## config.mk

```make
export PLATFORM = sky130hd
export DESIGN_NAME = ppm_image_stream_decoder_top
export DESIGN_NICKNAME = d
export VERILOG_FILES = /design/src/design/ppm_pkg.sv /design/src/design/ppm_image_stream_decoder_top.sv /design/src/design/ppm_cmdq.sv /design/src/design/ppm_front.sv /design/src/design/ppm_back.sv
export SDC_FILE = /design/constraint.sdc
export NUM_CORES = 2
export LEC_CHECK = 0
export ABC_AREA = 1
export BUFFER_PORTS_ARGS = -buffer_cell sky130_fd_sc_hd__buf_2
export CAP_MARGIN = 5
export CORE_MARGIN = 10
export CORE_UTILIZATION = 55
export CTS_CLUSTER_DIAMETER = 150
export DETAILED_ROUTE_END_ITERATION = 6
export GPL_TIMING_DRIVEN = 0
export PLACE_DENSITY = 0.76
export SLEW_MARGIN = 30
export SYNTH_ARGS = -nofsm -noshare
export SYNTH_HDL_FRONTEND = slang
export SYNTH_HIERARCHICAL = 1
export SYNTH_SLANG_ARGS = --single-unit
```

## constraint.sdc

```tcl
create_clock -name clk -period 13.25 [get_ports clk]
set_input_delay 1.9875 -clock clk [delete_from_list [all_inputs] [get_ports clk]]
set_output_delay 1.9875 -clock clk [all_outputs]
set_load 0.02 [all_outputs]
```

## src/design/ppm_pkg.sv

```systemverilog
// ----------------------------------------------------------------------------
// ppm_pkg: shared types and constants for the PPM stream decoder
// Holds the result kind and status codes and the command format that the
// parser hands to the output side.
// ----------------------------------------------------------------------------
package ppm_pkg;

    localparam int MAX_DIM   = 4096;
    localparam int TOKEN_BUF = 16;
    localparam int CMDQ_DEPTH = 4;

    localparam logic [1:0] KIND_SAMPLE = 2'd0;
    localparam logic [1:0] KIND_HEADER = 2'd1;
    localparam logic [1:0] KIND_STATUS = 2'd2;

    localparam logic [2:0] ST_OK         = 3'd0;
    localparam logic [2:0] ST_BAD_MAGIC  = 3'd1;
    localparam logic [2:0] ST_BAD_WIDTH  = 3'd2;
    localparam logic [2:0] ST_BAD_HEIGHT = 3'd3;
    localparam logic [2:0] ST_BAD_MAXVAL = 3'd4;
    localparam logic [2:0] ST_BAD_RASTER = 3'd5;
    localparam logic [2:0] ST_SHORT      = 3'd6;

    // one unit of work for the output side
    typedef struct packed {
        logic [1:0]  kind;
        logic [15:0] value;   // raw sample before scaling
        logic [12:0] width;
        logic [12:0] height;
        logic        binary;
        logic [15:0] maxval;  // header maxval, also the divisor for samples
        logic [2:0]  status;
    } cmd_t;

endpackage

```

## src/design/ppm_image_stream_decoder_top.sv

```systemverilog
// ----------------------------------------------------------------------------
// ppm_image_stream_decoder_top: PPM (P3/P6) byte stream decoder
// Parses the header, reports size, emits 8-bit scaled samples and a final
// status per file, without buffering the raster.
// ----------------------------------------------------------------------------
//
//  channel   handshake           payload
//  -------   -----------------   ------------------------------------------
//  input     push / full         in_byte, in_last
//  result    pop / empty         out_kind, out_sample, out_width, out_height,
//                                out_binary, out_maxval, out_status
//
//  Flow: the parser takes one byte per cycle while the queue has room for
//  two commands. Header and status results go straight to the output
//  register; each sample first runs through the 24-step serial divider for
//  sample*255/maxval, and no new command is taken until its result is registered.
//  Reset: rst_n clears parser state, queue pointers and the output valid flag.
//  Stalls: a withheld pop backs up the output register, then the queue, then
//  full; full is high whenever fewer than two queue slots are free, even for
//  bytes that would make no result.
// ----------------------------------------------------------------------------
module ppm_image_stream_decoder_top (
    input  logic        clk,
    input  logic        rst_n,
    input  logic        push,
    output logic        full,
    input  logic [7:0]  in_byte,
    input  logic        in_last,
    output logic        empty,
    input  logic        pop,
    output logic [1:0]  out_kind,
    output logic [7:0]  out_sample,
    output logic [12:0] out_width,
    output logic [12:0] out_height,
    output logic        out_binary,
    output logic [15:0] out_maxval,
    output logic [2:0]  out_status
);
    import ppm_pkg::*;

    logic       take;       // input transfer this cycle
    logic [1:0] cmd_count;  // commands the current byte produces
    cmd_t       cmd0;
    cmd_t       cmd1;
    cmd_t       q_cmd;
    logic       q_valid;
    logic       q_room2;
    logic [2:0] q_count;
    logic       q_take;

    // a byte can make two results, so require two free slots
    assign full = !q_room2;
    assign take = push && !full;

    ppm_front u_front (
        .clk       (clk),
        .rst_n     (rst_n),
        .take      (take),
        .in_byte   (in_byte),
        .in_last   (in_last),
        .cmd_count (cmd_count),
        .cmd0      (cmd0),
        .cmd1      (cmd1)
    );

    ppm_cmdq u_cmdq (
        .clk      (clk),
        .rst_n    (rst_n),
        .wr_count (cmd_count),
        .wr_cmd0  (cmd0),
        .wr_cmd1  (cmd1),
        .rd       (q_take),
        .rd_cmd   (q_cmd),
        .rd_valid (q_valid),
        .room2    (q_room2),
        .count    (q_count)
    );

    ppm_back u_back (
        .clk        (clk),
        .rst_n      (rst_n),
        .cmd        (q_cmd),
        .cmd_valid  (q_valid),
        .cmd_take   (q_take),
        .pop        (pop),
        .empty      (empty),
        .out_kind   (out_kind),
        .out_sample (out_sample),
        .out_width  (out_width),
        .out_height (out_height),
        .out_binary (out_binary),
        .out_maxval (out_maxval),
        .out_status (out_status)
    );

    // queue never overfills
    assert property (@(posedge clk) disable iff (!rst_n)
        q_count <= 3'(CMDQ_DEPTH))
        else $error("command queue overflow");

    // a transfer never lands when fewer than two slots are free
    assert property (@(posedge clk) disable iff (!rst_n)
        take |-> q_count <= 3'd2)
        else $error("input taken without room");

    // only sample results carry a sample value
    assert property (@(posedge clk) disable iff (!rst_n)
        (!empty && out_kind != KIND_SAMPLE) |-> out_sample == 8'd0)
        else $error("stray sample value");

    // header fields are zero except on a header result
    assert property (@(posedge clk) disable iff (!rst_n)
        (!empty && out_kind != KIND_HEADER) |-> (out_width == 13'd0 && out_maxval == 16'd0))
        else $error("stray header fields");

endmodule

```

## src/design/ppm_cmdq.sv

```systemverilog
// ----------------------------------------------------------------------------
// ppm_cmdq: command queue between parser and output side
// Four entries, up to two writes and one read per cycle.
// ----------------------------------------------------------------------------
module ppm_cmdq (
    input  logic             clk,
    input  logic             rst_n,
    input  logic [1:0]       wr_count,
    input  ppm_pkg::cmd_t    wr_cmd0,
    input  ppm_pkg::cmd_t    wr_cmd1,
    input  logic             rd,
    output ppm_pkg::cmd_t    rd_cmd,
    output logic             rd_valid,
    output logic             room2,
    output logic [2:0]       count
);
    import ppm_pkg::*;

    cmd_t       entries_reg [CMDQ_DEPTH];
    logic [1:0] head_reg, head_next;
    logic [1:0] tail_reg, tail_next;
    logic [2:0] count_reg, count_next;
    logic       do_rd;

    assign do_rd    = rd && (count_reg != 3'd0);
    assign rd_cmd   = entries_reg[head_reg];
    assign rd_valid = (count_reg != 3'd0);
    assign room2    = (count_reg <= 3'd2);
    assign count    = count_reg;

    always_comb
    begin
        head_next  = head_reg + {1'b0, do_rd};
        tail_next  = tail_reg + wr_count;
        count_next = count_reg + {1'b0, wr_count} - {2'b0, do_rd};
    end

    always_ff @(posedge clk)
    begin
        if (wr_count != 2'd0)
        begin
            entries_reg[tail_reg] <= wr_cmd0;
        end
        if (wr_count == 2'd2)
        begin
            entries_reg[tail_reg + 2'd1] <= wr_cmd1;
        end
    end

    always_ff @(posedge clk or negedge rst_n)
    begin
        if (!rst_n)
        begin
            head_reg  <= '0;
            tail_reg  <= '0;
            count_reg <= '0;
        end
        else
        begin
            head_reg  <= head_next;
            tail_reg  <= tail_next;
            count_reg <= count_next;
        end
    end

endmodule

```

## src/design/ppm_front.sv

```systemverilog
// ----------------------------------------------------------------------------
// ppm_front: byte parser
// Tokenizes the header and ASCII raster, tracks the sample count and issues
// up to two commands per byte.
// ----------------------------------------------------------------------------
module ppm_front (
    input  logic            clk,
    input  logic            rst_n,
    input  logic            take,
    input  logic [7:0]      in_byte,
    input  logic            in_last,
    output logic [1:0]      cmd_count,
    output ppm_pkg::cmd_t   cmd0,
    output ppm_pkg::cmd_t   cmd1
);
    import ppm_pkg::*;

    typedef enum logic [7:0] {
        PH_MAGIC  = 8'b0000_0001,
        PH_WIDTH  = 8'b0000_0010,
        PH_HEIGHT = 8'b0000_0100,
        PH_MAXVAL = 8'b0000_1000,
        PH_SKIP   = 8'b0001_0000,
        PH_RASTER = 8'b0010_0000,
        PH_DONE   = 8'b0100_0000,
        PH_ERROR  = 8'b1000_0000
    } phase_t;

    typedef struct packed {
        phase_t      ph;
        logic        bin;
        logic        cmt;
        logic [15:0] tv;
        logic [3:0]  tl;
        logic        tb;
        logic [15:0] mc;
        logic [12:0] w;
        logic [12:0] h;
        logic [15:0] mv;
        logic [25:0] sl;
        logic [2:0]  ec;
    } fst_t;

    typedef struct packed {
        fst_t s;
        logic emit;
        cmd_t c;
    } fres_t;

    localparam logic [7:0]  CH_SP   = 8'h20;
    localparam logic [7:0]  CH_TAB  = 8'h09;
    localparam logic [7:0]  CH_CR   = 8'h0D;
    localparam logic [7:0]  CH_LF   = 8'h0A;
    localparam logic [7:0]  CH_HASH = 8'h23;
    localparam logic [7:0]  CH_0    = 8'h30;
    localparam logic [7:0]  CH_9    = 8'h39;
    localparam logic [15:0] MAGIC_P3 = 16'h5033;
    localparam logic [15:0] MAGIC_P6 = 16'h5036;
    localparam logic [16:0] DIM_MAX  = 17'(MAX_DIM);
    localparam logic [3:0]  TL_MAX   = 4'(TOKEN_BUF - 1);

    fst_t st_reg, st_next;

    function automatic fst_t f_reset();
        fst_t s;
        s    = '0;
        s.ph = PH_MAGIC;
        return s;
    endfunction

    function automatic logic f_tok(input fst_t s);
        return (s.ph == PH_MAGIC) || (s.ph == PH_WIDTH) || (s.ph == PH_HEIGHT) ||
               (s.ph == PH_MAXVAL) || ((s.ph == PH_RASTER) && !s.bin);
    endfunction

    function automatic logic f_ws(input logic [7:0] c);
        return (c == CH_SP) || (c == CH_TAB) || (c == CH_CR) || (c == CH_LF);
    endfunction

    function automatic fres_t f_sample(input fst_t s, input logic [15:0] v);
        fres_t r;
        r         = '0;
        r.s       = s;
        r.emit    = 1'b1;
        r.c.kind  = KIND_SAMPLE;
        r.c.value = v;
        r.c.maxval = s.mv;
        if (s.sl != '0)
        begin
            r.s.sl = s.sl - 26'd1;
        end
        if (r.s.sl == '0)
        begin
            r.s.ph = PH_DONE;
        end
        return r;
    endfunction

    function automatic fres_t f_finish(input fst_t s);
        fres_t       r;
        logic [16:0] v;
        logic [25:0] wh;
        r     = '0;
        r.s   = s;
        v     = {1'b0, s.tv};
        r.s.tv = '0;
        r.s.tl = '0;
        r.s.tb = 1'b0;
        r.s.mc = '0;
        case (s.ph)
            PH_MAGIC:
            begin
                if (s.tl == 4'd2 && s.mc == MAGIC_P3)
                begin
                    r.s.bin = 1'b0;
                    r.s.ph  = PH_WIDTH;
                end
                else if (s.tl == 4'd2 && s.mc == MAGIC_P6)
                begin
                    r.s.bin = 1'b1;
                    r.s.ph  = PH_WIDTH;
                end
                else
                begin
                    r.s.ph = PH_ERROR;
                    r.s.ec = ST_BAD_MAGIC;
                end
            end
            PH_WIDTH:
            begin
                if (s.tb || v == '0 || v > DIM_MAX)
                begin
                    r.s.ph = PH_ERROR;
                    r.s.ec = ST_BAD_WIDTH;
                end
                else
                begin
                    r.s.w  = v[12:0];
                    r.s.ph = PH_HEIGHT;
                end
            end
            PH_HEIGHT:
            begin
                if (s.tb || v == '0 || v > DIM_MAX)
                begin
                    r.s.ph = PH_ERROR;
                    r.s.ec = ST_BAD_HEIGHT;
                end
                else
                begin
                    r.s.h  = v[12:0];
                    r.s.ph = PH_MAXVAL;
                end
            end
            PH_MAXVAL:
            begin
                if (s.tb || v == '0)
                begin
                    r.s.ph = PH_ERROR;
                    r.s.ec = ST_BAD_MAXVAL;
                end
                else
                begin
                    wh          = 26'(s.w) * 26'(s.h);
                    r.s.mv      = s.tv;
                    r.s.sl      = wh + {wh[24:0], 1'b0};
                    r.emit      = 1'b1;
                    r.c.kind    = KIND_HEADER;
                    r.c.width   = s.w;
                    r.c.height  = s.h;
                    r.c.binary  = s.bin;
                    r.c.maxval  = s.tv;
                    r.s.ph      = s.bin ? PH_SKIP : PH_RASTER;
                end
            end
            PH_RASTER:
            begin
                if (s.tb)
                begin
                    r.s.ph = PH_ERROR;
                    r.s.ec = ST_BAD_RASTER;
                end
                else
                begin
                    r = f_sample(r.s, s.tv);
                end
            end
            default:
            begin
                r.emit = 1'b0;
            end
        endcase
        return r;
    endfunction

    function automatic fres_t f_raw(input fst_t s, input logic [7:0] c);
        fres_t r;
        r   = '0;
        r.s = s;
        if (s.ph == PH_SKIP && f_ws(c))
        begin
            return r;
        end
        r.s.ph = PH_RASTER;
        return f_sample(r.s, {8'd0, c});
    endfunction

    always_comb
    begin
        fst_t        s;
        fres_t       r;
        logic [1:0]  n;
        logic [19:0] t;
        logic [2:0]  sts;
        cmd_t        stc;
        s   = st_reg;
        r   = '0;
        n   = 2'd0;
        t   = '0;
        sts = ST_OK;
        stc = '0;
        cmd0 = '0;
        cmd1 = '0;

        if (f_tok(s))
        begin
            if (s.cmt)
            begin
                if (in_byte == CH_LF)
                begin
                    s.cmt = 1'b0;
                end
            end
            else if (f_ws(in_byte))
            begin
                if (s.tl != '0)
                begin
                    r = f_finish(s);
                    s = r.s;
                end
            end
            else if (in_byte == CH_HASH)
            begin
                if (s.tl != '0)
                begin
                    r = f_finish(s);
                    s = r.s;
                    if (r.emit)
                    begin
                        cmd0 = r.c;
                        n    = 2'd1;
                    end
                end
                r = '0;
                if (s.ph == PH_SKIP)
                begin
                    // '#' right after a P6 maxval is the first raster byte
                    r = f_raw(s, in_byte);
                    s = r.s;
                end
                else if (f_tok(s))
                begin
                    s.cmt = 1'b1;
                end
            end
            else
            begin
                if (s.tl < 4'd2)
                begin
                    s.mc = {s.mc[7:0], in_byte};
                end
                if (!s.tb)
                begin
                    if (in_byte < CH_0 || in_byte > CH_9)
                    begin
                        s.tb = 1'b1;
                    end
                    else
                    begin
                        t = {s.tv, 3'b0} + {3'b0, s.tv, 1'b0} + 20'(in_byte - CH_0);
                        if (t > 20'hFFFF)
                        begin
                            s.tb = 1'b1;
                        end
                        else
                        begin
                            s.tv = t[15:0];
                        end
                    end
                end
                s.tl = s.tl + 4'd1;
                if (s.tl >= TL_MAX)
                begin
                    r = f_finish(s);
                    s = r.s;
                end
            end
        end
        else if (s.ph == PH_SKIP || s.ph == PH_RASTER)
        begin
            r = f_raw(s, in_byte);
            s = r.s;
        end

        if (r.emit)
        begin
            if (n == 2'd0)
            begin
                cmd0 = r.c;
            end
            else
            begin
                cmd1 = r.c;
            end
            n = n + 2'd1;
        end

        if (in_last)
        begin
            if (f_tok(s) && s.tl != '0)
            begin
                r = f_finish(s);
                s = r.s;
                if (r.emit)
                begin
                    if (n == 2'd0)
                    begin
                        cmd0 = r.c;
                    end
                    else
                    begin
                        cmd1 = r.c;
                    end
                    n = n + 2'd1;
                end
            end
            if (s.ph == PH_ERROR)
            begin
                sts = s.ec;
            end
            else if (s.ph == PH_DONE)
            begin
                sts = ST_OK;
            end
            else
            begin
                sts = ST_SHORT;
            end
            stc.kind   = KIND_STATUS;
            stc.status = sts;
            // status takes the first slot, or the second when a result already exists
            if (n == 2'd0)
            begin
                cmd0 = stc;
                n    = 2'd1;
            end
            else
            begin
                cmd1 = stc;
                n    = 2'd2;
            end
            s = f_reset();
        end

        cmd_count = take ? n : 2'd0;
        st_next   = take ? s : st_reg;
    end

    always_ff @(posedge clk or negedge rst_n)
    begin
        if (!rst_n)
        begin
            st_reg <= f_reset();
        end
        else
        begin
            st_reg <= st_next;
        end
    end

endmodule

```

## src/design/ppm_back.sv

```systemverilog
// ----------------------------------------------------------------------------
// ppm_back: result side
// Scales samples by 255/maxval with a bit-serial divider and holds each
// result in an output register.
// ----------------------------------------------------------------------------
module ppm_back (
    input  logic            clk,
    input  logic            rst_n,
    input  ppm_pkg::cmd_t   cmd,
    input  logic            cmd_valid,
    output logic            cmd_take,
    input  logic            pop,
    output logic            empty,
    output logic [1:0]      out_kind,
    output logic [7:0]      out_sample,
    output logic [12:0]     out_width,
    output logic [12:0]     out_height,
    output logic            out_binary,
    output logic [15:0]     out_maxval,
    output logic [2:0]      out_status
);
    import ppm_pkg::*;

    typedef enum logic [2:0] {
        BK_IDLE = 3'b001,
        BK_DIV  = 3'b010,
        BK_HOLD = 3'b100
    } bk_state_t;

    localparam int DVD_W = 24;
    localparam logic [4:0] LAST_STEP = 5'(DVD_W - 1);

    bk_state_t   state_reg, state_next;
    logic [23:0] dvd_reg, dvd_next;      // dividend, quotient shifts in
    logic [15:0] rem_reg, rem_next;
    logic [15:0] div_reg, div_next;
    logic [4:0]  step_reg, step_next;
    logic        ov_reg, ov_next;
    cmd_t        oc_reg, oc_next;
    logic [7:0]  os_reg, os_next;
    logic        out_free;
    logic [16:0] rem2;
    logic [16:0] rem_sub;

    assign out_free = !ov_reg || pop;
    assign rem2     = {rem_reg, dvd_reg[23]};
    assign rem_sub  = rem2 - {1'b0, div_reg};

    always_comb
    begin
        state_next = state_reg;
        dvd_next   = dvd_reg;
        rem_next   = rem_reg;
        div_next   = div_reg;
        step_next  = step_reg;
        oc_next    = oc_reg;
        os_next    = os_reg;
        ov_next    = ov_reg && !pop;
        cmd_take   = 1'b0;
        case (state_reg)
            BK_IDLE:
            begin
                if (cmd_valid && out_free)
                begin
                    cmd_take = 1'b1;
                    if (cmd.kind == KIND_SAMPLE)
                    begin
                        // v*255 = (v<<8) - v
                        dvd_next   = {cmd.value, 8'd0} - {8'd0, cmd.value};
                        div_next   = cmd.maxval;
                        rem_next   = '0;
                        step_next  = '0;
                        state_next = BK_DIV;
                    end
                    else
                    begin
                        oc_next = cmd;
                        os_next = '0;
                        ov_next = 1'b1;
                    end
                end
            end
            BK_DIV:
            begin
                if (!rem_sub[16])
                begin
                    rem_next = rem_sub[15:0];
                    dvd_next = {dvd_reg[22:0], 1'b1};
                end
                else
                begin
                    rem_next = rem2[15:0];
                    dvd_next = {dvd_reg[22:0], 1'b0};
                end
                step_next = step_reg + 5'd1;
                if (step_reg == LAST_STEP)
                begin
                    state_next = BK_HOLD;
                end
            end
            BK_HOLD:
            begin
                if (out_free)
                begin
                    oc_next      = '0;
                    oc_next.kind = KIND_SAMPLE;
                    os_next      = (div_reg == '0) ? 8'd0 : dvd_reg[7:0];
                    ov_next      = 1'b1;
                    state_next   = BK_IDLE;
                end
            end
            default:
            begin
                state_next = BK_IDLE;
            end
        endcase
    end

    always_ff @(posedge clk)
    begin
        dvd_reg  <= dvd_next;
        rem_reg  <= rem_next;
        div_reg  <= div_next;
        oc_reg   <= oc_next;
        os_reg   <= os_next;
    end

    always_ff @(posedge clk or negedge rst_n)
    begin
        if (!rst_n)
        begin
            state_reg <= BK_IDLE;
            step_reg  <= '0;
            ov_reg    <= 1'b0;
        end
        else
        begin
            state_reg <= state_next;
            step_reg  <= step_next;
            ov_reg    <= ov_next;
        end
    end

    assign empty      = !ov_reg;
    assign out_kind   = oc_reg.kind;
    assign out_sample = os_reg;
    assign out_width  = oc_reg.width;
    assign out_height = oc_reg.height;
    assign out_binary = oc_reg.binary;
    assign out_maxval = oc_reg.maxval;
    assign out_status = oc_reg.status;

endmodule
```

==> key figures <==
Critical path
  • Crit path DAT: 13.07 ns
  • Slowest CP cell: fa_1
  • CP endpoint kind: flop
  • Startpoint Class: flop
  • Worst-path maximum fanout: 13
  • Most frequent cell on the critical path: nand2_1
  • WP data required: 13.61 ns
  • CP max stage delay: 0.56 ns
  • Critical path class: reg -> reg
  • Critical R2R Launch: u_front/st_reg[46]
  • Crit path launch: u_front/st_reg[46]

Cells and area
  • Area growth syn-to-layout: 8.76%
  • Multi-input gate area: 28000 µm²
  • Layout fillers: 8003
  • Nets@finish: 7412
  • Most common cell after layout, fill and taps aside: nand2_1
  • Most frequent cells in the layout: 1771 x nand2_1, 925 x inv_1, 712 x o21ai_0, 615 x nor2_1, 368 x edfxtp_1
  • Max reg flops: 256
  • Sequential standard cell area: 14400 µm²
  • Layout cells sized above 1: 0.0936

Routing
  • DRT Wirelength: 212 mm
  • DR vias: 52100
  • DR WL met2: 92.7 mm
  • Metal3 WL: 25.5 mm
  • DR pass1 iterations: 6
  • Post-route ant nets: 0
  • Uppermost layer routed: met5
  • Wire per inst: 25.5 µm
  • Number of remaining DRC errors: 0
  • Number of DRC markers in iteration 0: 8071
  • DR vias/cell: 6.28
  • DRT met1 WL: 76.2 mm

Placed design
  • DP Wirelength: 162 mm
  • IO Port Bufs: 69
  • GPL Wtd Cong: 1.09

Global route
  • Total track usage: 0.412
  • Vias in the first global route: 48900
  • Initial antenna violation count: 10
  • Grt ovf: 0
  • First-pass GRT wire length: 310 mm
  • Pin count of the biggest net entering global routing: 59

Floorplanning
  • Initial core utilization: 0.553
  • Core box area: 86600 µm²
  • Die Y: 315 µm
  • Rows: 108
  • IO Count: 71
  • Total die area: 99200 µm²
  • Die width: 315 µm

Clocking
  • Worst-path clk slew: 0.06 ns
  • Clock sinks: 502
  • H-tree depth: 2
  • Root Buffer: clkbuf_16
  • CTS buffer count: 55
  • Max clock buf depth: 3
  • Clk_lat worst skew: 0.65 ns
  • CTS tree: yes

Timing
  • Final TNS setup: 0 ns
  • Final Max Slew Viols: 0
  • Fmax: 78.6 MHz
  • Final-report hold violation count: 0
  • RSZ-0062 raised after global routing: true
  • Actual slew at the worst max-slew pin: 1.13 ns
  • Fin crit share: 0.960
  • Setup Skew: 0.0326 ns
  • Rel. slew slack: 0.246
  • Final critical-path required period: 12.71 ns
  • Setup violations, final: 0

Synth
  • Flops & latches, synth: 502
  • Async S/R FF share, synth: 0.267
  • Library cells used by synthesis: 76
  • Post-synthesis sequential area ratio: 0.301
  • EDFF count, synth: 368
  • Cells after synthesis: 6934
  • Syn Std Cell Area: 47900 µm²
  • Syn. warnings: 6
  • Top_reg_cell synth: edfxtp_1
  • Post-Syn Area per Cell: 6.90 µm²

Status
  • Status: finished clean

Run
  • Max-Cap Viols: 0

Worst hold path
  • HP Class: reg -> reg
  • HP Start: u_cmdq/head_reg[1]
==> through the flow <==
stage | setup WS [ns] | instance area, µm² | hold slack [ns] | utilization | cells
floorplan | 1.98 | 48000 | 0.442 | - | 6973
global placement | -2.14 | 49800 | 0.456 | 0.575 | 8197
detailed placement | -0.373 | 50100 | 0.460 | 0.578 | 8205
CTS | 0.149 | 51900 | 0.475 | 0.599 | 8299
global route | -0.0397 | 52100 | 0.516 | 0.601 | 8302
finish | 0.535 | 52100 | 0.505 | 0.601 | 8302
==> per-layer routing <==
layer,up-vias,global-route usage
li1,23200,-
met1,24300,0.503
met2,3700,0.639
met3,899,0.102
met4,14,0.279
met5,-,0
==> final cells by class <==
cell class / count / share of cell area
antenna: 1 / 0.0000481
buffer: 378 / 0.0396
clock buffer: 71 / 0.0282
clock inverter: 30 / 0.00735
inverter: 982 / 0.0709
multi-input combinational: 5103 / 0.538
sequential: 502 / 0.277
tap: 1155 / 0.0278
timing repair buffer: 80 / 0.0108
==> cells in the mapped netlist, types with 98 or more instances <==
cell | n | area share
o21ai_0 | 726 | 0.076
nand2_1 | 1776 | 0.14
dfrtp_1 | 132 | 0.069
fa_1 | 139 | 0.058
nor2_1 | 619 | 0.049
clkbuf_1 | 201 | 0.016
a21oi_1 | 275 | 0.029
nand3_1 | 353 | 0.037
ha_1 | 158 | 0.041
o21ai_1 | 115 | 0.012
edfxtp_1 | 368 | 0.23
o22ai_1 | 207 | 0.027
nand4_1 | 98 | 0.013
inv_1 | 928 | 0.073
==> repair_timing <==
action                                  in CTS  in global routing
resized for setup                            5                 68
endpoints found under the setup margin     256                514
gates cloned                                 0                  4
setup buffers                                0                  2
hold buffers                                 0                  0
pin swaps                                    0                  4
==> worst max-delay path, delay by kind of cell (launching register included) <==
kind	cells	cell delay [ns]
xor gates and xnor gates	2	0.49
buffers and inverters	13	1.82
adders and majority gates	7	3.22
AOI/OAI and AO/OA	15	2.53
DFF	1	0.52
and+or+nand+nor	29	3.86
==> cells by family (layout without fill, tap and decap cells) <==
group | count (synthesis) | count (layout) | share of synthesized area
fa+ha+maj | 297 | 297 | 0.0994
flops | 502 | 502 | 0.301
other cells | 1 | 41 | 0.0000783
xor+xnor | 82 | 82 | 0.0150
buf+inv | 1372 | 1541 | 0.120
compound gates | 1614 | 1614 | 0.194
mux | 1 | 1 | 0.000209
simple gates | 3065 | 3069 | 0.270
==> final timing paths <==
check / end / slack [ns] / depth (start not counted)
hold reg to reg: u_cmdq/head_reg[1] / 0.50 / 2
hold / removal: u_cmdq/head_reg[1] / 0.50 / 2
min in group asynchronous: u_front/st_reg[64] / 1.19 / 1
setup / recovery: u_cmdq/entries_reg[3][54] / 0.54 / 66
max in group asynchronous: u_back/state_reg[0] / 10.98 / 3
setup reg to reg: u_cmdq/entries_reg[3][54] / 0.54 / 66
Power is not shown: default switching activity piles up to over one toggle a cycle in this logic, so the estimate is an artifact.
